===== src/design/atws_pkg.sv =====
package atws_pkg;

   // table geometry
   localparam int NUM_ALARMS = 5;
   localparam int IDX_W      = (NUM_ALARMS > 1) ? $clog2(NUM_ALARMS) : 1;

   // command codes
   localparam logic [2:0] CMD_CHECK   = 3'd0;
   localparam logic [2:0] CMD_SET     = 3'd1;
   localparam logic [2:0] CMD_ENABLE  = 3'd2;
   localparam logic [2:0] CMD_SNOOZE  = 3'd3;
   localparam logic [2:0] CMD_DISMISS = 3'd4;
   localparam logic [2:0] CMD_READ    = 3'd5;

   // time constants
   localparam logic [5:0] MAX_SNOOZE  = 6'd59;
   localparam logic [6:0] MINS_PER_HR = 7'd60;
   localparam logic [5:0] HRS_PER_DAY = 6'd24;

   typedef struct packed {
      logic [2:0] cmd;
      logic [3:0] alarm_id;
      logic [4:0] now_hour;
      logic [5:0] now_minute;
      logic [5:0] now_second;
      logic       new_enabled;
      logic [4:0] new_hour;
      logic [5:0] new_minute;
      logic       new_repeat;
      logic [5:0] new_snooze;
   } req_type;

   typedef struct packed {
      logic [4:0] fired_mask;
      logic       id_valid;
      logic       rd_enabled;
      logic [4:0] rd_hour;
      logic [5:0] rd_minute;
      logic       rd_repeat;
      logic [5:0] rd_snooze;
   } rsp_type;

   // one table entry, 19 bits
   typedef struct packed {
      logic       enabled;
      logic [4:0] hour;
      logic [5:0] minute;
      logic       rep_daily;
      logic [5:0] snooze;
   } entry_type;

   // table write port
   typedef struct packed {
      logic             en;
      logic [IDX_W-1:0] addr;
      entry_type        entry;
   } mem_wr_type;

   // contents of an entry that was never written since reset
   function automatic entry_type reset_entry(input logic [IDX_W-1:0] idx);
      entry_type e;
      e.enabled   = (idx == '0);
      e.hour      = 5'd7;
      e.minute    = (idx == '0) ? 6'd30 : 6'd0;
      e.rep_daily = 1'b1;
      e.snooze    = 6'd5;
      return e;
   endfunction

endpackage


===== src/design/atws_if.sv =====
// request channel
interface atws_req_if;
   logic             valid;
   logic             ready;
   atws_pkg::req_type data;

   modport source (output valid, output data, input ready);
   modport sink   (input valid, input data, output ready);
endinterface

// response channel
interface atws_rsp_if;
   logic             valid;
   logic             ready;
   atws_pkg::rsp_type data;

   modport source (output valid, output data, input ready);
   modport sink   (input valid, input data, output ready);
endinterface


===== src/design/atws_mem.sv =====
module atws_mem (
   input  logic                              clock,
   input  logic                              reset,
   input  logic [atws_pkg::IDX_W-1:0]        rd_addr,
   output atws_pkg::entry_type               rd_entry,
   input  atws_pkg::mem_wr_type              wr
);

   atws_pkg::entry_type               alarm_mem [atws_pkg::NUM_ALARMS];
   logic [atws_pkg::NUM_ALARMS-1:0]   valid_ff;
   atws_pkg::entry_type               rd_data_ff;
   logic                              rd_hit_ff;
   logic [atws_pkg::IDX_W-1:0]        rd_addr_ff;

   // storage write
   always_ff @(posedge clock) begin
      if (wr.en) begin
         alarm_mem[wr.addr] <= wr.entry;
      end
   end

   // written-since-reset flags
   always_ff @(posedge clock) begin
      if (reset) begin
         valid_ff <= '0;
      end else if (wr.en) begin
         valid_ff[wr.addr] <= 1'b1;
      end
   end

   // registered read
   always_ff @(posedge clock) begin
      rd_data_ff <= alarm_mem[rd_addr];
      rd_hit_ff  <= valid_ff[rd_addr];
      rd_addr_ff <= rd_addr;
   end

   // unwritten entries read as their reset contents
   assign rd_entry = rd_hit_ff ? rd_data_ff : atws_pkg::reset_entry(rd_addr_ff);

endmodule


===== src/design/atws_alu.sv =====
module atws_alu (
   input  atws_pkg::req_type    req,
   input  atws_pkg::entry_type  cur,
   output atws_pkg::mem_wr_type wr
);

   logic       id_ok;
   logic [6:0] min_sum;
   logic       min_wrap;
   logic [5:0] hour_inc;
   logic [5:0] snz_min;
   logic [4:0] snz_hour;
   logic [5:0] set_snooze;

   assign id_ok = req.alarm_id < 4'(atws_pkg::NUM_ALARMS);

   // snooze target: one hour wrap, then day wrap
   assign min_sum  = {1'b0, req.now_minute} + {1'b0, cur.snooze};
   assign min_wrap = min_sum >= atws_pkg::MINS_PER_HR;
   assign hour_inc = {1'b0, req.now_hour} + 6'd1;
   assign snz_min  = min_wrap ? 6'(min_sum - atws_pkg::MINS_PER_HR) : min_sum[5:0];
   assign snz_hour = !min_wrap ? req.now_hour :
                     (hour_inc >= atws_pkg::HRS_PER_DAY) ? 5'd0 : hour_inc[4:0];

   // set clamps the snooze length
   assign set_snooze = (req.new_snooze > atws_pkg::MAX_SNOOZE) ?
                       atws_pkg::MAX_SNOOZE : req.new_snooze;

   // per-command entry update
   always_comb begin
      wr.en    = 1'b0;
      wr.addr  = req.alarm_id[atws_pkg::IDX_W-1:0];
      wr.entry = cur;
      unique case (req.cmd)
         atws_pkg::CMD_SET: begin
            wr.en              = id_ok;
            wr.entry.enabled   = req.new_enabled;
            wr.entry.hour      = req.new_hour;
            wr.entry.minute    = req.new_minute;
            wr.entry.rep_daily = req.new_repeat;
            wr.entry.snooze    = set_snooze;
         end
         atws_pkg::CMD_ENABLE: begin
            wr.en            = id_ok;
            wr.entry.enabled = req.new_enabled;
         end
         atws_pkg::CMD_SNOOZE: begin
            wr.en           = id_ok;
            wr.entry.hour   = snz_hour;
            wr.entry.minute = snz_min;
         end
         atws_pkg::CMD_DISMISS: begin
            wr.en            = id_ok && !cur.rep_daily;
            wr.entry.enabled = 1'b0;
         end
         default: begin
         end
      endcase
   end

endmodule


===== src/design/alarm_table_with_snooze.sv =====
// Sequence: a check with second zero scans the entries, one per scan step, then
// finishes; a check with a nonzero second goes straight to finish; the rest modify first.
// Throughput: one transaction at a time, no new request until its response is queued;
// a new request is taken while the previous response still waits.
// Reset: synchronous, clears control, scan count and the table's written flags,
// so entry 0 reads as on at 07:30 and the others off at 07:00.
module alarm_table_with_snooze (
   input  logic       clock,
   input  logic       reset,
   atws_req_if.sink   req_ch,
   atws_rsp_if.source rsp_ch
);

   typedef enum logic [3:0] {
      ST_IDLE   = 4'b0001,
      ST_SCAN   = 4'b0010,
      ST_MODIFY = 4'b0100,
      ST_FINISH = 4'b1000
   } state_type;

   state_type                    state_ff, state_in;
   atws_pkg::req_type            req_ff, req_in;
   logic [atws_pkg::IDX_W-1:0]   idx_ff, idx_in;
   logic [4:0]                   mask_ff, mask_in;
   logic [2:0]                   scan_count_ff, scan_count_in;
   atws_pkg::entry_type          rdent_ff, rdent_in;
   logic                         rsp_valid_ff, rsp_valid_in;
   atws_pkg::rsp_type            rsp_data_ff, rsp_data_in;

   logic [atws_pkg::IDX_W-1:0]   rd_addr;
   atws_pkg::entry_type          rd_entry;
   atws_pkg::mem_wr_type         alu_wr;
   atws_pkg::mem_wr_type         mem_wr;
   logic                         accept;
   logic                         in_id_ok;
   logic                         cur_id_ok;
   logic                         hit;
   logic                         rsp_free;

   atws_mem u_mem (
      .clock    (clock),
      .reset    (reset),
      .rd_addr  (rd_addr),
      .rd_entry (rd_entry),
      .wr       (mem_wr)
   );

   atws_alu u_alu (
      .req (req_ff),
      .cur (rd_entry),
      .wr  (alu_wr)
   );

   assign req_ch.ready = (state_ff == ST_IDLE);
   assign accept       = req_ch.valid && req_ch.ready;
   assign in_id_ok     = req_ch.data.alarm_id < 4'(atws_pkg::NUM_ALARMS);
   assign cur_id_ok    = req_ff.alarm_id < 4'(atws_pkg::NUM_ALARMS);
   assign rsp_free     = !rsp_valid_ff || rsp_ch.ready;

   // table writes only in the modify step
   always_comb begin
      mem_wr    = alu_wr;
      mem_wr.en = alu_wr.en && (state_ff == ST_MODIFY);
   end

   // scan compare on the entry returned this cycle
   assign hit = (scan_count_ff > 3'(idx_ff)) && rd_entry.enabled &&
                (rd_entry.hour == req_ff.now_hour) &&
                (rd_entry.minute == req_ff.now_minute);

   // sequencer
   always_comb begin
      state_in      = state_ff;
      req_in        = req_ff;
      idx_in        = idx_ff;
      mask_in       = mask_ff;
      scan_count_in = scan_count_ff;
      rdent_in      = rdent_ff;
      rsp_valid_in  = rsp_valid_ff && !rsp_ch.ready;
      rsp_data_in   = rsp_data_ff;
      rd_addr       = idx_ff;
      unique case (state_ff)
         ST_IDLE: begin
            // check scans from entry 0, other commands read the addressed entry (entry 0 when out of range)
            if (req_ch.data.cmd == atws_pkg::CMD_CHECK || !in_id_ok) begin
               rd_addr = '0;
            end else begin
               rd_addr = req_ch.data.alarm_id[atws_pkg::IDX_W-1:0];
            end
            if (accept) begin
               req_in  = req_ch.data;
               idx_in  = '0;
               mask_in = '0;
               if (req_ch.data.cmd == atws_pkg::CMD_CHECK) begin
                  state_in = (req_ch.data.now_second == '0) ? ST_SCAN : ST_FINISH;
               end else begin
                  state_in = ST_MODIFY;
               end
            end
         end
         ST_SCAN: begin
            mask_in[idx_ff] = hit;
            rd_addr         = idx_ff + 1'b1;
            if (idx_ff == atws_pkg::IDX_W'(atws_pkg::NUM_ALARMS - 1)) begin
               state_in = ST_FINISH;
            end else begin
               idx_in = idx_ff + 1'b1;
            end
         end
         ST_MODIFY: begin
            rdent_in = rd_entry;
            if (req_ff.cmd == atws_pkg::CMD_SET && cur_id_ok && req_ff.new_enabled &&
                req_ff.alarm_id >= {1'b0, scan_count_ff}) begin
               scan_count_in = 3'(req_ff.alarm_id) + 3'd1;
            end
            state_in = ST_FINISH;
         end
         ST_FINISH: begin
            if (rsp_free) begin
               rsp_valid_in         = 1'b1;
               rsp_data_in          = '0;
               rsp_data_in.fired_mask = mask_ff;
               rsp_data_in.id_valid = cur_id_ok;
               if (req_ff.cmd == atws_pkg::CMD_READ) begin
                  rsp_data_in.rd_enabled = rdent_ff.enabled;
                  rsp_data_in.rd_hour    = rdent_ff.hour;
                  rsp_data_in.rd_minute  = rdent_ff.minute;
                  rsp_data_in.rd_repeat  = rdent_ff.rep_daily;
                  rsp_data_in.rd_snooze  = rdent_ff.snooze;
               end
               state_in = ST_IDLE;
            end
         end
         default: begin
            state_in = ST_IDLE;
         end
      endcase
   end

   // control registers
   always_ff @(posedge clock) begin
      if (reset) begin
         state_ff      <= ST_IDLE;
         scan_count_ff <= '0;
         rsp_valid_ff  <= 1'b0;
      end else begin
         state_ff      <= state_in;
         scan_count_ff <= scan_count_in;
         rsp_valid_ff  <= rsp_valid_in;
      end
   end

   // payload registers
   always_ff @(posedge clock) begin
      req_ff      <= req_in;
      idx_ff      <= idx_in;
      mask_ff     <= mask_in;
      rdent_ff    <= rdent_in;
      rsp_data_ff <= rsp_data_in;
   end

   assign rsp_ch.valid = rsp_valid_ff;
   assign rsp_ch.data  = rsp_data_ff;

endmodule


===== src/flat_wrapper.sv =====
// flat-port wrapper written by rule: the top's interface ports become plain ports
module alarm_table_with_snooze_flat 
  (clock, reset, req_ch_valid, req_ch_data, req_ch_ready, rsp_ch_valid, rsp_ch_data, rsp_ch_ready);
  atws_req_if req_ch_i ();
  atws_rsp_if rsp_ch_i ();
  input  logic clock;
  input  logic reset;
  input wire logic [$bits(req_ch_i.valid)-1:0] req_ch_valid;
  input wire logic [$bits(req_ch_i.data)-1:0] req_ch_data;
  output wire logic [$bits(req_ch_i.ready)-1:0] req_ch_ready;
  output wire logic [$bits(rsp_ch_i.valid)-1:0] rsp_ch_valid;
  output wire logic [$bits(rsp_ch_i.data)-1:0] rsp_ch_data;
  input wire logic [$bits(rsp_ch_i.ready)-1:0] rsp_ch_ready;
  assign req_ch_i.valid = req_ch_valid;
  assign req_ch_i.data = req_ch_data;
  assign req_ch_ready = req_ch_i.ready;
  assign rsp_ch_valid = rsp_ch_i.valid;
  assign rsp_ch_data = rsp_ch_i.data;
  assign rsp_ch_i.ready = rsp_ch_ready;
  alarm_table_with_snooze u_core (.clock(clock), .reset(reset), .req_ch(req_ch_i), .rsp_ch(rsp_ch_i));
endmodule

===== config.mk =====
export PLATFORM = sky130hd
export DESIGN_NAME = alarm_table_with_snooze_flat
export DESIGN_NICKNAME = d
export VERILOG_FILES = /design/src/design/atws_pkg.sv /design/src/design/atws_if.sv /design/src/design/atws_mem.sv /design/src/design/atws_alu.sv /design/src/design/alarm_table_with_snooze.sv /design/src/flat_wrapper.sv
export SDC_FILE = /design/constraint.sdc
export NUM_CORES = 1
export LEC_CHECK = 0
export BUFFER_PORTS_ARGS = -buffer_cell sky130_fd_sc_hd__buf_4
export CAP_MARGIN = 20
export CORE_MARGIN = 8
export CORE_UTILIZATION = 60
export DETAILED_ROUTE_END_ITERATION = 12
export GPL_TIMING_DRIVEN = 1
export PLACE_DENSITY = 0.8
export SYNTH_ARGS = -nofsm -noshare
export SYNTH_HDL_FRONTEND = slang
export SYNTH_SLANG_ARGS = --single-unit

===== constraint.sdc =====
create_clock -name clock -period 15.9 [get_ports clock]
set_input_delay 0.795 -clock clock [delete_from_list [all_inputs] [get_ports clock]]
set_output_delay 0.795 -clock clock [all_outputs]
set_load 0.02 [all_outputs]

==> out/qor.yml, run 1 <==
hpwl_um: 13430
setup_viol: 0
clk_pin_slew_worst_paths_ps: 60
first_global_vias: 5819
post_cts_resized: 0
final_nets: 816
grt_start_max_net_pins: 43
synth_area_leaders: "edfxtp_1 (60%), dfxtp_1 (7.8%), mux2i_1 (4.5%)"
synth_cell_types: 67
async_flop_share_pct: 0
outcome: "complete, no violations"
synth_ff_type: "edfxtp_1"
cpMostUsedCell: "ha_1"
ys_ff_latch: 220
end_kind: "flop"
cts_sinks: 220
core_area_um2: 15150
cts_setup_buffers: 0
finClkSkew_ps: 10.81
synth_top_area_share_pct: 59.74
htreeDepth: 1
hold_viol: 0
critical_path.startpoint: "u_core.u_mem.rd_hit_ff$_DFF_P_"
synth_fp_nets: 737
synth_warnings: 0
rows: 45
syn_area_um2: 9249
clockBufferDepth: 3
synth_common_cells: "edfxtp_1 (184), nand2_1 (48), mux2i_1 (42)"
grt_use_total_pct: 20.50
place_area_um2: 10010
synth_edf_count: 184
cp_cell_sequence: "nand2_1 > inv_1 > ha_1 > a211oi_1 > o21ba_2 > nor2_1 > ha_1 > nand3b_1 > o21ai_0 > a31oi_1 > mux2_2 > a221o_1"
period_share_pct: 29.40
worst_ep_arrival_time_ps: 4910
r2r_start: "u_core.u_mem.rd_hit_ff$_DFF_P_"
cts_tree: "built"
dr.pass1.iters: 5
power_leakage_nw: 4.094
fin_setup_tns_ps: 0
hold_class: "reg2reg"
via_per_inst: 6.142
synth.largest_area_cell: "edfxtp_1"
cp_slowest_cell: "dfxtp_1"
critPathLaunchType: "flop"
drc: 0
initial_core_util_pct: 61.07
area_delta_synth_final_pct: 16.87
drv_cap: 0
ctsRootBufferMaster: "clkbuf_16"
die_w_um: 140.2
grt-ovfl-total: 0
worst_ep_required_time_ps: 16130
design_area_um2: 10810
drive_gt1_share_pct: 18.80
dieHeight_um: 140.2
r2r-end: "u_core.u_mem.alarm_mem[1][10]$_DFFE_PP_"
endpoint: "u_core.u_mem.alarm_mem[1][10]$_DFFE_PP_"
avgSynthCellArea_um2: 13.80
cts_hold_buf: 0
nFillCells: 999
grt_first_pass_wirelength_um: 31480
ant_nets: 0
gp_congestion: 0.9974
vdd_ir_drop_max_mv: 0.1130
cts_buffers: 23
r2r_cells: 12
clkLatencyLatePin_ps: 510
fmax_ghz: 0.2139
synth_seq_area_share_pct: 67.53
dr_total_vias: 5859
synth_cells: 670
crit_type: "reg2reg"
cp_max_fo: 25
ios: 74
antenna_found_initial: 0
fp.dieArea_um2: 19640
period_needed_ps: 4675
antenna_cells: 0
worst_pin_slew_ps: 1014
wl_per_cell_um: 21.26
final_max_slew_viol_count: 0
reg2reg_slack_ps: 11230
rsz0062_at_grt: "no"
cpPeakStageDelay_ps: 950
drt_iter0_drc: 477
synth.most_common_cell: "edfxtp_1"
wirelength_um: 20290
slew-limit-headroom_pct: 32.10
powerDensity_nw_per_um2: 163.3
port_buffers: 73
## sequential cells by signal (all words and copies together), names as in the netlist, 3 cells and up
name,cells
u_core.idx_ff,3
u_core.u_mem.alarm_mem,95
u_core.u_mem.rd_addr_ff,3
u_core.u_mem.valid_ff,5
u_core.state_ff,4
u_core.mask_ff,5
u_core.req_ff,37
u_core.rsp_ch.data,25
u_core.rdent_ff,19
u_core.scan_count_ff,3
u_core.u_mem.rd_data_ff,19
## cell families (layout without fill, tap and decap cells)
logic type | count (synthesis) | count (layout) | synth area share [%]
AOI/OAI and AO/OA | 115 | 115 | 8.834
xor gates and xnor gates | 14 | 14 | 1.326
adders and majority gates | 20 | 20 | 2.787
buffers and inverters | 57 | 153 | 2.503
DFF | 220 | 220 | 67.53
muxes | 48 | 48 | 5.276
and+or+nand+nor | 196 | 196 | 11.74
## worst max-delay path: cells and delay by family, from the launching register on
family / cells / cell delay, ps
AO/OA/AOI/OAI: 5 / 1960
flip-flops: 1 / 950
adder cells (fa/ha/maj): 2 / 470
multiplexers: 1 / 430
AND/OR/NAND/NOR: 3 / 400
buffers and inverters: 1 / 180
## worst min-delay path by stage
stage	start	end	slack [ps]	depth (start not counted)
6_report	u_core.u_mem.alarm_mem[4][14]$_DFFE_PP_	u_core.u_mem.rd_data_ff[14]$_DFF_P_	440	2
5_1_grt	req_ch_data[7]	u_core.req_ff[7]$_DFFE_PP_	450	1
4_1_cts	u_core.u_mem.alarm_mem[4][14]$_DFFE_PP_	u_core.u_mem.rd_data_ff[14]$_DFF_P_	440	2
3_5_place_dp	u_core.u_mem.alarm_mem[4][7]$_DFFE_PP_	u_core.u_mem.rd_data_ff[7]$_DFF_P_	440	2
3_3_place_gp	u_core.u_mem.alarm_mem[4][3]$_DFFE_PP_	u_core.u_mem.rd_data_ff[3]$_DFF_P_	430	2
2_1_floorplan	u_core.u_mem.alarm_mem[4][0]$_DFFE_PP_	u_core.u_mem.rd_data_ff[0]$_DFF_P_	430	2
## cell usage in the layout, fill, tap and decap left out, types with 8 or more instances in the layout
cell type  count
nand2_1       48
nand3b_1       8
ha_1          19
mux2i_1       42
inv_1         28
o21ai_0       21
nand3_1       20
edfxtp_1     184
dfxtp_1       36
nand2b_1      13
a21oi_1       20
o221ai_1      20
nor2_1        34
clkbuf_16     23
and2_1        27
buf_4         82
## routing by layer
layer	part of all wire [%]	wire, µm	GRT usage [%]
met1	41	8304	26.77
met2	49	9860	33.89
met3	8.2	1656	4.315
met4	2.3	463	6.114
met5	0	0	0
## stage by stage
step / hold WS (ps) / worst slack, ps / power [mW] / utilization [%] / instances
floorplan: 425.1 / 10670 / 1.084 / - / 670
global placement: 432.2 / 11600 / 1.194 / 66.11 / 911
detailed placement: 438.3 / 11350 / 1.216 / 66.11 / 911
CTS: 443.5 / 11350 / 1.766 / 71.27 / 953
global route: 450.3 / 10920 / 1.837 / 71.37 / 954
finish: 444.5 / 11230 / 1.765 / 71.37 / 954
## layout make-up
| cell class | count | area [µm²] | area share [%] |
|---|---|---|---|
| sequential | 220 | 6246 | 57.78 |
| multi-input combinational | 393 | 2811 | 26.01 |
| timing repair buffer | 83 | 630.6 | 5.834 |
| clock buffer | 31 | 615.6 | 5.695 |
| tap | 188 | 235.2 | 2.176 |
| clock inverter | 11 | 165.2 | 1.528 |
| inverter | 28 | 105.1 | 0.9723 |
## power breakdown
part	total [mW]	switching (mW)	internal [mW]	leakage, nW
clock network	0.549	0.211	0.338	0.372
logic	0.426	0.265	0.161	1.74
registers	0.791	0.0580	0.733	1.99
total	1.77	0.534	1.23	4.09
Note: power is estimated with default switching activity, not from simulation.
==> run 2, diff against run 1 <==
--- a/config.mk
+++ b/config.mk
@@ -8,10 +8,10 @@
 export BUFFER_PORTS_ARGS = -buffer_cell sky130_fd_sc_hd__buf_4
 export CAP_MARGIN = 20
 export CORE_MARGIN = 8
-export CORE_UTILIZATION = 60
+export CORE_UTILIZATION = 54
 export DETAILED_ROUTE_END_ITERATION = 12
 export GPL_TIMING_DRIVEN = 1
-export PLACE_DENSITY = 0.8
+export PLACE_DENSITY = 0.76
 export SYNTH_ARGS = -nofsm -noshare
 export SYNTH_HDL_FRONTEND = slang
 export SYNTH_SLANG_ARGS = --single-unit
==> constraint.sdc (replaced) <==
create_clock -name clock -period 4.3 [get_ports clock]
set_input_delay 0.215 -clock clock [delete_from_list [all_inputs] [get_ports clock]]
set_output_delay 0.215 -clock clock [all_outputs]
set_load 0.02 [all_outputs]
==> run 2 against run 1 <==
Critical path depth rose by 2. Final cell count rose by 8.3%. Highest routed layer unchanged. Sequential cell count did not move. Hold slack got worse by 410 ps. Register-to-register slack got worse by 11000 ps. Largest power group unchanged. Sequential power rose to 3.7 times the previous value. Worst setup slack got worse by 11000 ps. Via count rose by 0.12%. Global-route usage fell by 1.9 points. Die area rose by 9.8%. Non-clock buffer count rose by 43.
==> out/qor.yml, run 2 (synthesized netlist as in run 1, its figures left out) <==
mostFrequentLayoutCells: "edfxtp_1 (184), buf_4 (86), nand2_1 (48), mux2i_1 (42), dlygate4sd3_1 (38)"  # was edfxtp_1 (184), buf_4 (82), nand2_1 (48), mux2i_1 (42), dfxtp_1 (36)
cts_setup_buffers: 0  # unchanged
largest_register_ffs: 95  # unchanged
setup_viol: 0  # unchanged
die_w_um: 146.9  # was 140.2 µm
htreeDepth: 1  # unchanged
fin_setup_tns_ps: 0  # unchanged
clk_pin_slew_worst_paths_ps: 60  # about the same
finClkSkew_ps: 12.63  # was 10.81 ps
hold_viol: 0  # unchanged
grt.met1_usage_pct: 24.86  # was 26.77%
clkLatencyLatePin_ps: 500  # was 510 ps
wl_per_cell_um: 19.40  # was 21.26 µm
core_area_um2: 17000  # was 15150 µm²
clockBufferDepth: 3  # unchanged
initial_core_util_pct: 54.42  # was 61.07%
min_path_cells: 4  # was 2
cpPeakStageDelay_ps: 450  # was 950 ps
area_delta_synth_final_pct: 21.46  # was 16.87%
final_max_slew_viol_count: 0  # unchanged
final_nets: 858  # was 816
hold_class: "in2reg"  # was reg2reg
dr_total_vias: 5866  # was 5859
top_usage_layer: "met2"  # unchanged
grt-ovfl-total: 0  # unchanged
drive_gt1_share_pct: 18.22  # was 18.80%
slew-limit-headroom_pct: 22.12  # was 32.10%
ios: 74  # unchanged
p_total_mw: 6.424  # was 1.765 mW
grt_first_pass_wirelength_um: 31820  # was 31480 µm
grt_start_max_net_pins: 28  # was 43
crit_type: "reg2reg"  # unchanged
outcome: "complete, no violations"  # unchanged
hpwl_um: 13280  # was 13430 µm
grt_use_total_pct: 18.56  # was 20.50%
cp_num_buf_inv: 3  # was 1
ctsRootBufferMaster: "clkbuf_16"  # unchanged
power_leakage_nw: 4.267  # was 4.094 nW
drv_cap: 0  # unchanged
r2r_start: "u_core.u_mem.rd_hit_ff$_DFF_P_"  # unchanged
ant_nets: 0  # unchanged
crit_family: "compound AO/OA/AOI/OAI gates"  # unchanged
reg2reg_slack_ps: 640  # was 11230 ps
drc: 0  # unchanged
antenna_found_initial: 1  # was 0
fmax_ghz: 0.2733  # was 0.2139 GHz
cts_hold_buf: 38  # was 0
first_global_vias: 5778  # was 5819
gr-usage-met2_pct: 29.63  # was 33.89%
period_needed_ps: 3660  # was 4675 ps
design_area_um2: 11230  # was 10810 µm²
worst_pin_slew_ps: 1168  # was 1014 ps
cts_buffers: 22  # was 23
final_common_cell: "edfxtp_1"  # unchanged
rows: 48  # was 45
powerDensity_nw_per_um2: 571.9  # was 163.3 nW/µm²
cp_max_fo: 16  # was 25
wirelength_um: 20040  # was 20290 µm
gp_congestion: 0.8849  # was 0.9974
stdcell_count: 1033  # was 954
rsz0062_at_grt: "no"  # unchanged
cp_slowest_cell: "a211oi_1"  # was dfxtp_1
cts_sinks: 220  # unchanged
end_kind: "flop"  # unchanged
fp.dieArea_um2: 21570  # was 19640 µm²
worst_ep_arrival_time_ps: 3870  # was 4910 ps
min_to: "u_core.state_ff[1]$_SDFFE_PP0P_"  # was u_core.u_mem.rd_data_ff[14]$_DFF_P_
place_area_um2: 10120  # was 10010 µm²
via_per_inst: 5.679  # was 6.142
grtUsageMet3_pct: 3.691  # was 4.315%
port_buffers: 73  # unchanged
vdd_ir_drop_max_mv: 0.3987  # was 0.1130 mV
largest_register: "u_core.u_mem.alarm_mem"  # unchanged
cp_cell_sequence: "buf_4 > nand2_1 > inv_1 > ha_1 > a211oi_1 > o21ba_2 > nor2_1 > ha_1 > nand3b_1 > o21ai_0 > a31oi_1 > buf_4 > mux2_2 > a221o_1"  # was nand2_1 > inv_1 > ha_1 > a211oi_1 > o21ba_2 > nor2_1 > ha_1 > nand3b_1 > o21ai_0 > a31oi_1 > mux2_2 > a221o_1
dr.pass1.iters: 6  # was 5
post_cts_resized: 0  # unchanged
period_share_pct: 85.11  # was 29.40%
dp_cells: 953  # was 911
critPathLaunchType: "flop"  # unchanged
worstHoldStart: "req_ch_data[19]"  # was u_core.u_mem.alarm_mem[4][14]$_DFFE_PP_
r2r-end: "u_core.u_mem.alarm_mem[4][10]$_DFFE_PP_"  # was u_core.u_mem.alarm_mem[1][10]$_DFFE_PP_
dieHeight_um: 146.9  # was 140.2 µm
drt_iter0_drc: 677  # was 477
cts_tree: "built"  # unchanged
r2r_cells: 14  # was 12
worst_ep_required_time_ps: 4510  # was 16130 ps
## run 2: through the flow
step / worst slack (ps) / hold slack [ps] / util [%]
2_1_floorplan: 31.59 / 313.9 / -
3_3_place_gp: 880.2 / 393.1 / 59.53
3_5_place_dp: 737.3 / 394.9 / 59.53
4_1_cts: 714.6 / 13.50 / 65.99
5_1_grt: 408.6 / 30.89 / 66.09
6_report: 640.4 / 31.98 / 66.09
## run 2: where the power goes
group          total (mW)  internal, mW  switching [mW]
clock network        1.87          1.13           0.742
registers            2.89          2.71           0.185
logic                1.66         0.653            1.01
## run 2: routing by layer
layer | up-vias | part of all wire [%]
met4 | 0 | 2.3
li1 | 2761 | -
met1 | 2850 | 43
met3 | 39 | 7.1
met2 | 216 | 47
met5 | - | 0
## run 2: worst min-delay path: stages
cell and delay [ps]:
buf_4 80, nor3_1 60, nand3_1 80, a21oi_1 60
## run 2: how the worst max path moves through the flow
stage | startpoint | to | slack, ps | depth (start not counted)
6_report | u_core.u_mem.rd_hit_ff$_DFF_P_ | u_core.u_mem.alarm_mem[4][10]$_DFFE_PP_ | 640 | 14
3_5_place_dp | u_core.u_mem.rd_hit_ff$_DFF_P_ | u_core.u_mem.alarm_mem[2][10]$_DFFE_PP_ | 740 | 14
3_3_place_gp | u_core.u_mem.rd_hit_ff$_DFF_P_ | u_core.u_mem.alarm_mem[2][10]$_DFFE_PP_ | 880 | 14
4_1_cts | u_core.u_mem.rd_hit_ff$_DFF_P_ | u_core.u_mem.alarm_mem[1][10]$_DFFE_PP_ | 710 | 14
2_1_floorplan | u_core.state_ff[0]$_SDFFE_PP1P_ | u_core.u_mem.alarm_mem[1][0]$_DFFE_PP_ | 30 | 6
5_1_grt | u_core.u_mem.rd_hit_ff$_DFF_P_ | u_core.u_mem.alarm_mem[2][10]$_DFFE_PP_ | 410 | 14
## run 2: final cells by class
class | count | area [µm²]
Timing Repair Buffer | 126 | 1061
Clock inverter | 10 | 95.09
Clock buffer | 30 | 621.8
Inverter | 28 | 105.1
Antenna cell | 1 | 2.502
Fill cell | 1204 | 5763
Tap cell | 225 | 281.5
Multi-Input combinational cell | 393 | 2820
Sequential cell | 220 | 6246
